===== config.mk =====
export PLATFORM = sky130hd
export DESIGN_NAME = can_fragment_reassembler_crc16
export DESIGN_NICKNAME = d
export VERILOG_FILES = /design/src/design/cfr_pkg.sv /design/src/design/cfr_ram.sv /design/src/design/cfr_crc_unit.sv /design/src/design/can_fragment_reassembler_crc16.sv
export SDC_FILE = /design/constraint.sdc
export NUM_CORES = 2
export LEC_CHECK = 0
export ABC_CLOCK_PERIOD_IN_PS = 6810
export BUFFER_PORTS_ARGS = -buffer_cell sky130_fd_sc_hd__buf_4
export CAP_MARGIN = 20
export CELL_PAD_IN_SITES_DETAIL_PLACEMENT = 0
export CELL_PAD_IN_SITES_GLOBAL_PLACEMENT = 1
export CORE_ASPECT_RATIO = 0.9
export CORE_UTILIZATION = 48
export CTS_BUF_LIST = sky130_fd_sc_hd__clkbuf_4 sky130_fd_sc_hd__clkbuf_8
export DETAILED_ROUTE_END_ITERATION = 12
export PLACE_DENSITY = 0.7
export SLEW_MARGIN = 20
export SYNTH_ARGS = -nofsm -noshare
export SYNTH_HDL_FRONTEND = slang
export SYNTH_SLANG_ARGS = --single-unit

===== constraint.sdc =====
create_clock -name clock -period 6.81 [get_ports clock]
set_input_delay 1.0215 -clock clock [delete_from_list [all_inputs] [get_ports clock]]
set_output_delay 1.0215 -clock clock [all_outputs]
set_load 0.02 [all_outputs]

===== src/design/cfr_pkg.sv =====
// ----------------------------------------------------------------------------
// cfr_pkg
// Shared types and constants of the CAN fragment reassembler.
// ----------------------------------------------------------------------------
`default_nettype none

package cfr_pkg;

   // payload store
   localparam int PAYLOAD_DEPTH = 256;
   localparam int ADDR_W        = $clog2(PAYLOAD_DEPTH);
   localparam int COUNT_W       = 9;
   localparam int CRC_W         = 16;

   localparam logic [COUNT_W-1:0] DEPTH_COUNT = COUNT_W'(PAYLOAD_DEPTH);

   // CRC-16/ARC, reflected
   localparam logic [CRC_W-1:0] CRC_POLY = 16'hA001;

   typedef enum logic [1:0] {
      PT_START  = 2'd0,
      PT_MIDDLE = 2'd1,
      PT_END    = 2'd2,
      PT_SINGLE = 2'd3
   } ptype_type;

   typedef enum logic [2:0] {
      ST_READ_REPLY = 3'd0,
      ST_IGNORED    = 3'd1,
      ST_SEQ_ERR    = 3'd2,
      ST_FRAG_OK    = 3'd3,
      ST_SINGLE_OK  = 3'd4,
      ST_MULTI_OK   = 3'd5,
      ST_CRC_FAIL   = 3'd6
   } status_type;

   typedef enum logic [2:0] {
      FS_IDLE,
      FS_READ,
      FS_OFFER,
      FS_CHECK,
      FS_RESP
   } fsm_type;

   // control from the sequencer to the CRC unit
   typedef struct packed {
      logic       clear;
      logic       update;
      logic [7:0] data;
   } crc_ctrl_type;

endpackage

`default_nettype wire


===== src/design/cfr_ram.sv =====
// ----------------------------------------------------------------------------
// cfr_ram
// Generic single-write, single-read RAM with registered read data.
// ----------------------------------------------------------------------------
`default_nettype none

module cfr_ram #(
   parameter int WIDTH = 8,
   parameter int DEPTH = 256
) (
   input  wire logic                     clock,
   input  wire logic                     wr_en,
   input  wire logic [$clog2(DEPTH)-1:0] wr_addr,
   input  wire logic [WIDTH-1:0]         wr_data,
   input  wire logic [$clog2(DEPTH)-1:0] rd_addr,
   output logic      [WIDTH-1:0]         rd_data
);

   logic [WIDTH-1:0] mem_ff [0:DEPTH-1];

   always_ff @(posedge clock) begin
      if (wr_en) begin
         mem_ff[wr_addr] <= wr_data;
      end
      rd_data <= mem_ff[rd_addr];
   end

endmodule

`default_nettype wire


===== src/design/cfr_crc_unit.sv =====
// ----------------------------------------------------------------------------
// cfr_crc_unit
// Running CRC-16/ARC register, one data byte folded in per cycle while update is set.
// ----------------------------------------------------------------------------
`default_nettype none

module cfr_crc_unit (
   input  wire logic                  clock,
   input  wire logic                  reset,
   input  wire cfr_pkg::crc_ctrl_type ctrl,
   output logic [cfr_pkg::CRC_W-1:0]  crc
);

   logic [cfr_pkg::CRC_W-1:0] crc_ff;
   logic [cfr_pkg::CRC_W-1:0] crc_in;
   logic [cfr_pkg::CRC_W-1:0] step;

   // eight shift/xor steps of the reflected polynomial
   always_comb begin
      step = crc_ff ^ {8'h00, ctrl.data};
      for (int k = 0; k < 8; k++) begin
         step = step[0] ? ((step >> 1) ^ cfr_pkg::CRC_POLY) : (step >> 1);
      end
      if (ctrl.clear) begin
         crc_in = '0;
      end else if (ctrl.update) begin
         crc_in = step;
      end else begin
         crc_in = crc_ff;
      end
   end

   always_ff @(posedge clock) begin
      if (reset) begin
         crc_ff <= '0;
      end else begin
         crc_ff <= crc_in;
      end
   end

   assign crc = crc_ff;

endmodule

`default_nettype wire


===== src/design/can_fragment_reassembler_crc16.sv =====
// ----------------------------------------------------------------------------
// can_fragment_reassembler_crc16
// Reassembles multi-frame packets from standard CAN frames, CRC-16/ARC check.
// ----------------------------------------------------------------------------
// Usage:
//  - req_* carries one request: a received frame (op 0) or a read of one
//    stored payload byte (op 1). rsp_* returns exactly one result per request.
//  - req_ready is high only while the sequencer is idle; one request is
//    worked on at a time.
//  - A frame walks its data bytes through the shared CRC unit (single frames
//    skip it) and the payload RAM write port, one byte per cycle; an end
//    frame then passes a CRC compare state. Extended frames and sequence
//    mismatches go from idle straight to the result, reads through a read
//    state (the RAM read is registered).
//  - The result stays on rsp_* until rsp_ready; no new request is taken
//    until it has gone, so a stalled receiver simply holds the block.
//  - Header fields on rsp_* show the stored state after the request.
//  - Reset clears the header, count and CRC. The payload RAM is not
//    cleared: only entries below the stored count are ever returned, and
//    those were written since the last start or single frame, or reset.
// ----------------------------------------------------------------------------
`default_nettype none

module can_fragment_reassembler_crc16 (
   input  wire logic        clock,
   input  wire logic        reset,
   // request channel
   input  wire logic        req_valid,
   output logic             req_ready,
   input  wire logic        req_op,
   input  wire logic        req_extended_frame,
   input  wire logic [10:0] req_msg_id,
   input  wire logic [7:0]  req_byte0,
   input  wire logic [7:0]  req_byte1,
   input  wire logic [7:0]  req_byte2,
   input  wire logic [7:0]  req_byte3,
   input  wire logic [7:0]  req_byte4,
   input  wire logic [7:0]  req_byte5,
   input  wire logic [7:0]  req_byte6,
   input  wire logic [7:0]  req_byte7,
   input  wire logic [7:0]  req_read_index,
   // result channel
   output logic             rsp_valid,
   input  wire logic        rsp_ready,
   output logic [2:0]       rsp_status,
   output logic [2:0]       rsp_priority_res,
   output logic [3:0]       rsp_destination,
   output logic [3:0]       rsp_sequence_res,
   output logic [7:0]       rsp_packet_size,
   output logic [8:0]       rsp_bytes_stored,
   output logic [15:0]      rsp_running_crc,
   output logic [7:0]       rsp_read_data
);

   // sequencer state
   cfr_pkg::fsm_type     state_ff, state_in;
   logic [2:0]           pos_ff, pos_in;       // byte position in the frame
   logic [2:0]           last_ff, last_in;     // last byte position to offer
   cfr_pkg::ptype_type   kind_ff, kind_in;
   cfr_pkg::status_type  status_ff, status_in;
   logic                 hit_ff, hit_in;       // read index below count
   logic [7:0]           rdata_ff, rdata_in;

   // packet state
   logic [2:0]                    prio_ff, prio_in;
   logic [3:0]                    dest_ff, dest_in;
   logic [3:0]                    seq_ff, seq_in;
   logic [7:0]                    size_ff, size_in;
   logic [cfr_pkg::COUNT_W-1:0]   count_ff, count_in;

   // captured frame bytes (payload, no reset)
   logic [7:0] data_ff [0:7];
   logic       capture;

   // RAM and CRC unit
   logic                        wr_en;
   logic [cfr_pkg::ADDR_W-1:0]  wr_addr;
   logic [7:0]                  wr_data;
   logic [7:0]                  ram_q;
   cfr_pkg::crc_ctrl_type       crc_ctrl;
   logic [cfr_pkg::CRC_W-1:0]   crc_val;

   logic       room;
   logic [7:0] cur_byte;
   logic [2:0] pos_m1;
   cfr_pkg::ptype_type req_kind;

   assign req_kind = cfr_pkg::ptype_type'(req_byte0[7:6]);
   assign cur_byte = data_ff[pos_ff];
   assign pos_m1   = pos_ff - 3'd1;
   // storing limit: count at most the declared size and below the depth
   assign room     = (count_ff <= {1'b0, size_ff}) && (count_ff < cfr_pkg::DEPTH_COUNT);

   cfr_ram #(
      .WIDTH (8),
      .DEPTH (cfr_pkg::PAYLOAD_DEPTH)
   ) u_store (
      .clock   (clock),
      .wr_en   (wr_en),
      .wr_addr (wr_addr),
      .wr_data (wr_data),
      .rd_addr (req_read_index[cfr_pkg::ADDR_W-1:0]),
      .rd_data (ram_q)
   );

   cfr_crc_unit u_crc (
      .clock (clock),
      .reset (reset),
      .ctrl  (crc_ctrl),
      .crc   (crc_val)
   );

   always_comb begin
      state_in  = state_ff;
      pos_in    = pos_ff;
      last_in   = last_ff;
      kind_in   = kind_ff;
      status_in = status_ff;
      hit_in    = hit_ff;
      rdata_in  = rdata_ff;
      prio_in   = prio_ff;
      dest_in   = dest_ff;
      seq_in    = seq_ff;
      size_in   = size_ff;
      count_in  = count_ff;
      capture   = 1'b0;
      wr_en     = 1'b0;
      wr_addr   = count_ff[cfr_pkg::ADDR_W-1:0];
      wr_data   = cur_byte;
      crc_ctrl  = '{clear: 1'b0, update: 1'b0, data: cur_byte};

      unique case (state_ff)
         cfr_pkg::FS_IDLE: begin
            if (req_valid) begin
               capture  = 1'b1;
               kind_in  = req_kind;
               rdata_in = 8'h00;
               if (req_op) begin
                  hit_in   = ({1'b0, req_read_index} < count_ff);
                  state_in = cfr_pkg::FS_READ;
               end else if (req_extended_frame) begin
                  status_in = cfr_pkg::ST_IGNORED;
                  state_in  = cfr_pkg::FS_RESP;
               end else begin
                  unique case (req_kind) inside
                     cfr_pkg::PT_SINGLE: begin
                        prio_in  = req_msg_id[10:8];
                        dest_in  = req_msg_id[7:4];
                        seq_in   = req_msg_id[3:0];
                        size_in  = {2'b00, req_byte0[5:0]};
                        count_in = '0;
                        crc_ctrl.clear = 1'b1;
                        pos_in   = 3'd1;
                        last_in  = 3'd7;
                        state_in = cfr_pkg::FS_OFFER;
                     end
                     cfr_pkg::PT_START: begin
                        prio_in  = req_msg_id[10:8];
                        dest_in  = req_msg_id[7:4];
                        seq_in   = req_msg_id[3:0];
                        size_in  = req_byte1;
                        count_in = '0;
                        crc_ctrl.clear = 1'b1;
                        pos_in   = 3'd2;
                        last_in  = 3'd7;
                        state_in = cfr_pkg::FS_OFFER;
                     end
                     cfr_pkg::PT_MIDDLE, cfr_pkg::PT_END: begin
                        if (req_msg_id[3:0] != seq_ff) begin
                           status_in = cfr_pkg::ST_SEQ_ERR;
                           state_in  = cfr_pkg::FS_RESP;
                        end else begin
                           pos_in   = 3'd1;
                           last_in  = (req_kind == cfr_pkg::PT_END) ? 3'd5 : 3'd7;
                           state_in = cfr_pkg::FS_OFFER;
                        end
                     end
                     default: begin
                        state_in = cfr_pkg::FS_IDLE;
                     end
                  endcase
               end
            end
         end

         cfr_pkg::FS_READ: begin
            // registered RAM data is valid now
            status_in = cfr_pkg::ST_READ_REPLY;
            rdata_in  = hit_ff ? ram_q : 8'h00;
            state_in  = cfr_pkg::FS_RESP;
         end

         cfr_pkg::FS_OFFER: begin
            if (kind_ff == cfr_pkg::PT_SINGLE) begin
               // single frame: stored at position-1, no CRC
               wr_en    = 1'b1;
               wr_addr  = {{(cfr_pkg::ADDR_W-3){1'b0}}, pos_m1};
               count_in = count_ff + 1'b1;
            end else if (room) begin
               wr_en           = 1'b1;
               crc_ctrl.update = 1'b1;
               count_in        = count_ff + 1'b1;
            end
            if (pos_ff == last_ff) begin
               unique case (kind_ff)
                  cfr_pkg::PT_SINGLE: begin
                     status_in = cfr_pkg::ST_SINGLE_OK;
                     state_in  = cfr_pkg::FS_RESP;
                  end
                  cfr_pkg::PT_END: begin
                     state_in = cfr_pkg::FS_CHECK;
                  end
                  default: begin
                     status_in = cfr_pkg::ST_FRAG_OK;
                     state_in  = cfr_pkg::FS_RESP;
                  end
               endcase
            end else begin
               pos_in = pos_ff + 3'd1;
            end
         end

         cfr_pkg::FS_CHECK: begin
            status_in = ({data_ff[6], data_ff[7]} == crc_val) ? cfr_pkg::ST_MULTI_OK
                                                              : cfr_pkg::ST_CRC_FAIL;
            state_in  = cfr_pkg::FS_RESP;
         end

         cfr_pkg::FS_RESP: begin
            if (rsp_ready) begin
               state_in = cfr_pkg::FS_IDLE;
            end
         end

         default: begin
            state_in = cfr_pkg::FS_IDLE;
         end
      endcase
   end

   always_ff @(posedge clock) begin
      if (reset) begin
         state_ff <= cfr_pkg::FS_IDLE;
         prio_ff  <= '0;
         dest_ff  <= '0;
         seq_ff   <= '0;
         size_ff  <= '0;
         count_ff <= '0;
      end else begin
         state_ff <= state_in;
         prio_ff  <= prio_in;
         dest_ff  <= dest_in;
         seq_ff   <= seq_in;
         size_ff  <= size_in;
         count_ff <= count_in;
      end
   end

   always_ff @(posedge clock) begin
      pos_ff    <= pos_in;
      last_ff   <= last_in;
      kind_ff   <= kind_in;
      status_ff <= status_in;
      hit_ff    <= hit_in;
      rdata_ff  <= rdata_in;
      if (capture) begin
         data_ff[0] <= req_byte0;
         data_ff[1] <= req_byte1;
         data_ff[2] <= req_byte2;
         data_ff[3] <= req_byte3;
         data_ff[4] <= req_byte4;
         data_ff[5] <= req_byte5;
         data_ff[6] <= req_byte6;
         data_ff[7] <= req_byte7;
      end
   end

   assign req_ready = (state_ff == cfr_pkg::FS_IDLE);
   assign rsp_valid = (state_ff == cfr_pkg::FS_RESP);

   // header fields come straight from the state, which holds while a result waits
   assign rsp_status       = status_ff;
   assign rsp_priority_res = prio_ff;
   assign rsp_destination  = dest_ff;
   assign rsp_sequence_res = seq_ff;
   assign rsp_packet_size  = size_ff;
   assign rsp_bytes_stored = count_ff;
   assign rsp_running_crc  = crc_val;
   assign rsp_read_data    = rdata_ff;

endmodule

`default_nettype wire

**After elaboration in Yosys (flattened, before gate mapping)**

Memories as Yosys holds them, arrays and structs flattened. A register that Yosys moved wholly into a read port is not among the register bits.
Index checks and enable logic that the tools add are counted.

- Equal/unequal tests: 26
- Bitwise gates (word level): 11
- Order comparisons: 3
- Add/sub/neg operators: 3
- Reduce and logical (&&, ||, !) cells: 22
- Muxes and demuxes: 66

Operators with widths:

| operator | number |
|---|---|
| 16-bit 2-to-1 mux | 8 |
| 3-bit 2-to-1 mux | 20 |
| 9-bit 2-to-1 mux | 6 |
| 8-bit 2-to-1 mux | 4 |
| 8-bit case mux with 2 select lines | 2 |
| 2-bit inverter with 3-bit output | 8 |
| 3-bit case mux with 2 select lines | 4 |
| 3-bit case mux with 4 select lines | 2 |
| 9-bit case mux with 2 select lines | 1 |
| 16-bit == test | 1 |
| 1-bit 2-to-1 mux | 16 |
| 2-bit != test (second input constant) | 8 |
| 16-bit by 8-bit bitwise XOR with 16-bit output | 1 |
| 7-bit AND reduction | 2 |
| 6-bit AND reduction | 2 |
| 5-bit AND reduction | 2 |
| 9-bit by 1-bit adder with 9-bit output (second input constant) | 1 |
| 9-bit by 8-bit <= comparator with 1-bit output | 1 |
| 8-bit by 9-bit less-than comparator with 1-bit output | 1 |
| 9-bit less-than comparator (second input constant) | 1 |
| 3-bit case mux with 3 select lines | 1 |
| 2-bit == test (second input constant) | 4 |
| 2-bit nonzero test | 4 |
| 2-bit OR reduction | 4 |
| other kinds (20) | 27 |

- Memory bits (writable): 2112
- Register bits after elaboration: 67
- Word-level logic and storage cells: 146
- Memories kept: 2
- Output and inout port bits: 57
- Input port bits: 89

Memories:

| memory | words | bits a word | read ports | clocked after memory_dff | write ports | line | source |
|---|---|---|---|---|---|---|---|
| u_store.mem_ff | 256 | 8 | 1 | 1 | 1 | cfr_ram.sv:19 | `logic [WIDTH-1:0] mem_ff [0:DEPTH-1];` |
| data_ff | 8 | 8 | 3 | 1 | 8 | can_fragment_reassembler_crc16.sv:72 | `logic [7:0] data_ff [0:7];` |

**Depth between registers and ports, before layout**

- Depth after elaboration: 17
- Mapped depth: 13
- Mapped depth without buffers: 11

**Modules after synthesis**

A second synthesis with hierarchy kept.

- Cell total of the unflattened synthesis: 4256
- Area, all modules: 85804.8 um^2

Modules (own cells, without submodules):

| module | instances | sequential area each (um^2) | area each (um^2) | cells each |
|---|---|---|---|---|
| cfr_ram | 1 | 61659.1 | 79556.3 | 3733 |
| can_fragment_reassembler_crc16 | 1 | 3083.0 | 5397.7 | 435 |
| cfr_crc_unit | 1 | 320.3 | 850.8 | 88 |

**Least setup slack after synthesis**

OpenSTA, ideal clock, no wires.

- Path kind: reg2reg
- Start: register (tool-made name)
- End: memory u_store.mem_ff[0][4] (data pin)
- Setup slack: 2050 ps
- Data required time: 6040 ps
- Data arrival time: 3990 ps
- Setup time: 770 ps
- Buffers on the path: 2
- Cell stages (with the launch flop): 6
- Path through: dfxtp_1 -> buf_6 -> buf_12 -> mux2i_1 -> mux4_2 -> inv_1

RTL lines:

| what | line |
|---|---|
| to (decl) | cfr_ram.sv:19 |

**Worst setup path after layout**

- Start: register count_ff, in the netlist rsp_bytes_stored[1]
- End: memory u_store.mem_ff[215][3] (enable)

- Word-level cells in the longest chain between the ends: 7

Ends and longest elaborated chain:

| what | line | source |
|---|---|---|
| from (decl) | can_fragment_reassembler_crc16.sv:69 | `logic [cfr_pkg::COUNT_W-1:0] count_ff, count_in;` |
| from (signal assigned) | can_fragment_reassembler_crc16.sv:255 | `count_ff <= count_in;` |
| 9-bit by 8-bit <= comparator with 1-bit output / 9-bit less-than comparator (equally long branches) | can_fragment_reassembler_crc16.sv:92 | `assign room = (count_ff <= {1'b0, size_ff}) && (count_ff < cfr_pkg::DEPTH_COUNT);` |
| 1-bit logical AND | can_fragment_reassembler_crc16.sv:92 |  |
| 1-bit 2-to-1 mux | can_fragment_reassembler_crc16.sv:199 | `end else if (room) begin` |
| 1-bit 2-to-1 mux | can_fragment_reassembler_crc16.sv:194 | `if (kind_ff == cfr_pkg::PT_SINGLE) begin` |
| 1-bit 2-to-1 mux | can_fragment_reassembler_crc16.sv:132 | `unique case (state_ff)` |
| 1-bit 2-to-1 mux | cfr_ram.sv:22 | `if (wr_en) begin` |
| 1-bit 2-to-1 mux (implied by the code) | cfr_ram.sv:23 | `mem_ff[wr_addr] <= wr_data;` |

Several ways; a longest one is shown, not always the timed one.

==> metrics.md <==
| Metric | Value |
|---|---|
| Headroom to the max-slew limit | `0.2177` |
| Setup repair after global routing missed its margin | `no` |
| Number of global-route vias before repair | `40170` |
| H-tree depth | `5` |
| Tightest Pin Transition | `1.172 ns` |
| Final Critical Period | `4.720 ns` |
| Final setup slack of the worst path | `2.090 ns` |
| Yosys top cell by area | `edfxtp_1` |
| Mux cell area share after synthesis | `0.1878` |
| Origin of the critical flop-to-flop path | `rsp_bytes_stored[1]$_SDFFE_PP0P_` |
| Post-route core utilization | `0.5438` |
| Total half-perimeter wirelength after legalization and detailed placement | `around 120000 microns` |
| Number of buffers inserted during clock tree synthesis | `350` |
| Register-to-Register Setup Slack | `2.09 ns` |
| Area share of the leading cell type in the synthesized netlist | `0.7500` |
| Largest net degree at the start of global routing | `186` |
| Full die area | `0.1792 sq mm` |
| Simple-gate share of the synthesized area | `0.02116` |
| Arithmetic-cell share of the synthesized area counting full adders, half adders and majority gates | `0.003231` |
| Critical path data arrival time | `5.35 ns` |
| Number of gates given a new drive strength after cts | `0` |
| Fraction of the mapped netlist area in compound gates | `0.004920` |
| Setup TNS | `0 ns` |
| Async S/R FF share, synth | `0` |
| Wirelength per Cell | `29.62 microns` |
| Worst endpoint required time | `7.44 ns` |
| Initial standard-cell utilization of the core | `0.4838` |
| Slowest cell on the critical path | `nor2_1` |
| First-pass GRT wire length | `287200 microns` |
| Number of buffer and inverter stages on the critical path | `0` |
| Proportion of layout cells with a drive suffix above 1 | `0.3363` |
| Buffers added on ports | `145` |
| Overall die width | `446.1 microns` |
| Initial antenna violation count | `15` |
| Average size of a mapped cell | `22.78 sq um` |
| Xor/xnor share of the synthesized area | `0.006065` |
| Family with the most delay on the worst path | `simple AND/OR/NAND/NOR gates` |
| Worst hold slack | `approximately 0.16 ns` |
| Final count of pins violating max slew | `0` |
| Largest family of logic cells by synthesized area | `multiplexers` |
| Avg Vias per Cell | `a little under 6` |
| Worst hold start | `req_byte5[4]` |
| Hold Violations, Final | `0` |
| Length of the first detailed-routing pass in iterations | `5` |
| Residual overflow from global routing | `0` |
| EDFF count, synth | `roughly 2100` |
| Post-route clock period utilization | `0.6930` |
| PwrDens | `306.1 mW/mm^2` |
| Number of distinct library cells after synthesis | `49` |
| Gpl congestion | `0.7920` |
| Post-Syn Area | `0.08520 sq mm` |
| Setup violators final | `0` |
| Kind of critical path | `reg2reg` |
| First element of the critical path | `rsp_bytes_stored[1]$_SDFFE_PP0P_` |
| Type of the worst min-delay path | `in2reg` |
| Crit end category | `register` |
| Worst setup slack after placement | `around 2 ns` |
| Clock sinks | `roughly 2200` |
| Global router's overall resource usage | `0.2243` |
| Total Routed Length | `199200 microns` |
| Leak Pwr | `29.93 nW` |
| Max Clock Skew | `0.08589 ns` |
| Hold buffer count at cts | `0` |
| Height of the die | `about 400 microns` |
| Count of vias placed by the detailed router | `~40000` |
| Cells after synthesis | `3740` |
| Fill cells | `13403` |
| Top area cells in the synthesized netlist | `edfxtp_1 75%, mux4_2 18%, dfxtp_1 1.4%` |
| Stage delay of the slowest cell on the critical path | `between 1 and 1.5 ns` |
| Number of nets still failing antenna checks after routing | `0` |
| Top_reg_cell synth | `edfxtp_1` |
| Clock Pin Slew Worst Setup and Hold Paths | `0.06 ns` |
| Net count after synthesis | `approximately 3900` |
| Core area | `0.1761 sq mm` |
| DRT iter0 DRCs | `between 4000 and 5000` |
| Layout net count | `4206` |
| CTS tree | `done` |
| Register bit count reported by yosys | `2186` |
| Timing-limited maximum frequency | `around 0.21 GHz` |
| Number of buffers between clock root and the deepest sink | `4` |
| Critical path launch point type | `register` |
| Clock tree root driver cell | `clkbuf_8` |
| Worst Path Max Fanout | `16` |
| DRC viols | `0` |
| Ys Warns | `0` |
| I/O pin count | `146` |
| Ordered cell list for the critical path | `ha_1, nor2b_1, o21ai_0, a21oi_1, o31a_1, o22a_1, nor4b_4, and3_1, nand2_1, nor2_1` |
| Maximum vdd drop | `0.2506 mV` |
| Site row count | `around 150` |
| Insertion delay to the later sink of the worst-skew pair | `1.06 ns` |
| Max-cap violations | `0` |
| Part of the Yosys area used for sequential elements | `0.7637` |
| Number of post-CTS setup repair buffers | `0` |
| Status | `completed` |
| Area delta synth->final | `12.41%` |
[worst reg2reg max path: stages (launching register included)]
cell,delay (ns)
dfxtp_1,0.62
ha_1,0.35
nor2b_1,0.14
o21ai_0,0.17
a21oi_1,0.09
o31a_1,0.23
o22a_1,0.25
nor4b_4,0.46
and3_1,0.50
nand2_1,0.45
nor2_1,1.01
[state kept, by name (all words and copies together) (netlist names), named ones only]
| signal | count |
|---|---|
| rsp_sequence_res | 4 |
| u_store.rd_data | 8 |
| hit_ff | 1 |
| last_ff | 1 |
| u_crc.crc | 16 |
| pos_ff | 3 |
| rsp_priority_res | 3 |
| rsp_bytes_stored | 9 |
| data_ff | 63 |
| u_store.mem_ff | 2048 |
| rsp_destination | 4 |
| kind_ff | 1 |
| state_ff | 3 |
| rsp_read_data | 8 |
| rsp_status | 3 |
| rsp_packet_size | 8 |
[area by class of cell]
class                   count  area [sq um]  area share
diodes                     10         25.02   0.0002613
clock buffers             487          5939     0.06202
clock inverters           117         670.6    0.007003
inverters                  32         172.7    0.001803
multi-input cells        1311         19040      0.1988
flip-flops and latches   2186         65060      0.6794
well taps                2368          2963     0.03094
repair buffers            214          1893     0.01977
[synth_stat cells (2+ instances only)]
library cell  number
o21ai_0            5
nor3b_1            2
buf_4             20
mux2i_1           40
dfxtp_1           58
nor3_1             7
and3_1             4
xnor2_2            4
nand2b_1           6
nand3b_1           2
xnor2_1           21
nand4_1            6
o21bai_1           2
nor4_1             5
nor2b_1            2
buf_6              8
nor2_1           308
o31ai_1            4
inv_1             32
a21o_1             8
buf_12             2
o21a_1             2
clkbuf_1         122
ha_1              22
nand2_1           65
edfxtp_1        2128
a211oi_1          13
a21oi_1           26
mux2_2             5
buf_1             24
and2_1            11
buf_2             35
xor2_1            23
nand3_1           13
or3_1              2
mux4_2           690
[layout by cell type, fill, tap and decap left out, drive strengths merged, types with 4 or more instances in the layout]
cell	count
clkinvlp	6
a211oi	13
clkinv	103
nand2	65
and3	4
a21oi	26
and2	11
edfxtp	2128
o21ai	5
nor4	5
nor3	7
bufinv	6
mux4	690
nand3	13
clkbuf	487
nand4	6
o31ai	4
a21o	8
ha	22
dfxtp	58
nor2	308
nand2b	6
xor2	24
mux2i	40
inv	34
diode	10
xnor2	26
buf	214
mux2	5
[kinds of logic after synthesis]
group                    Yosys count
AND/OR/NAND/NOR                  437
flip-flops                      2186
multiplexers                     735
adder cells (fa/ha/maj)           22
XOR/XNOR                          51
AO/OA/AOI/OAI                     66
buffers and inverters            243
[path summary, 6_finish.rpt]
path / endpoint / cells past startpoint
worst max register to register: u_store.mem_ff[215][3]$_DFFE_PP_ / 10
worst max-delay path: u_store.mem_ff[215][3]$_DFFE_PP_ / 10
worst min register to register: rsp_priority_res[0]$_SDFFE_PP0P_ / 2
worst min-delay path: data_ff[5][4]$_DFFE_PP_ / 1
[metrics by stage]
stage	power, mW	std cells	instance area, sq um
after global routing	30.25	6721	95760
final	29.31	6725	95770
after floorplan	17.83	3740	85200
after CTS	29.52	6711	95640
after global placement	18.71	6107	89030
after detailed placement	18.79	6107	89030
[metal layers]
layer  vias up  GRT usage  part of all wire  wire length, microns
met3       322    0.05320             0.085                 16930
met2      1675     0.3309              0.47                 93000
met4         4    0.05944             0.021                  4184
li1      16473          -                 -                     -
met1     21310     0.3377              0.43                 85090
met5         -          0           0.00012                    23
[where the power goes]
group	internal, mW	switching (mW)
sequential	15.8	0.0582
combinational	0.762	1.85
clock	5.83	4.99
(Power assumes the default switching activity.)
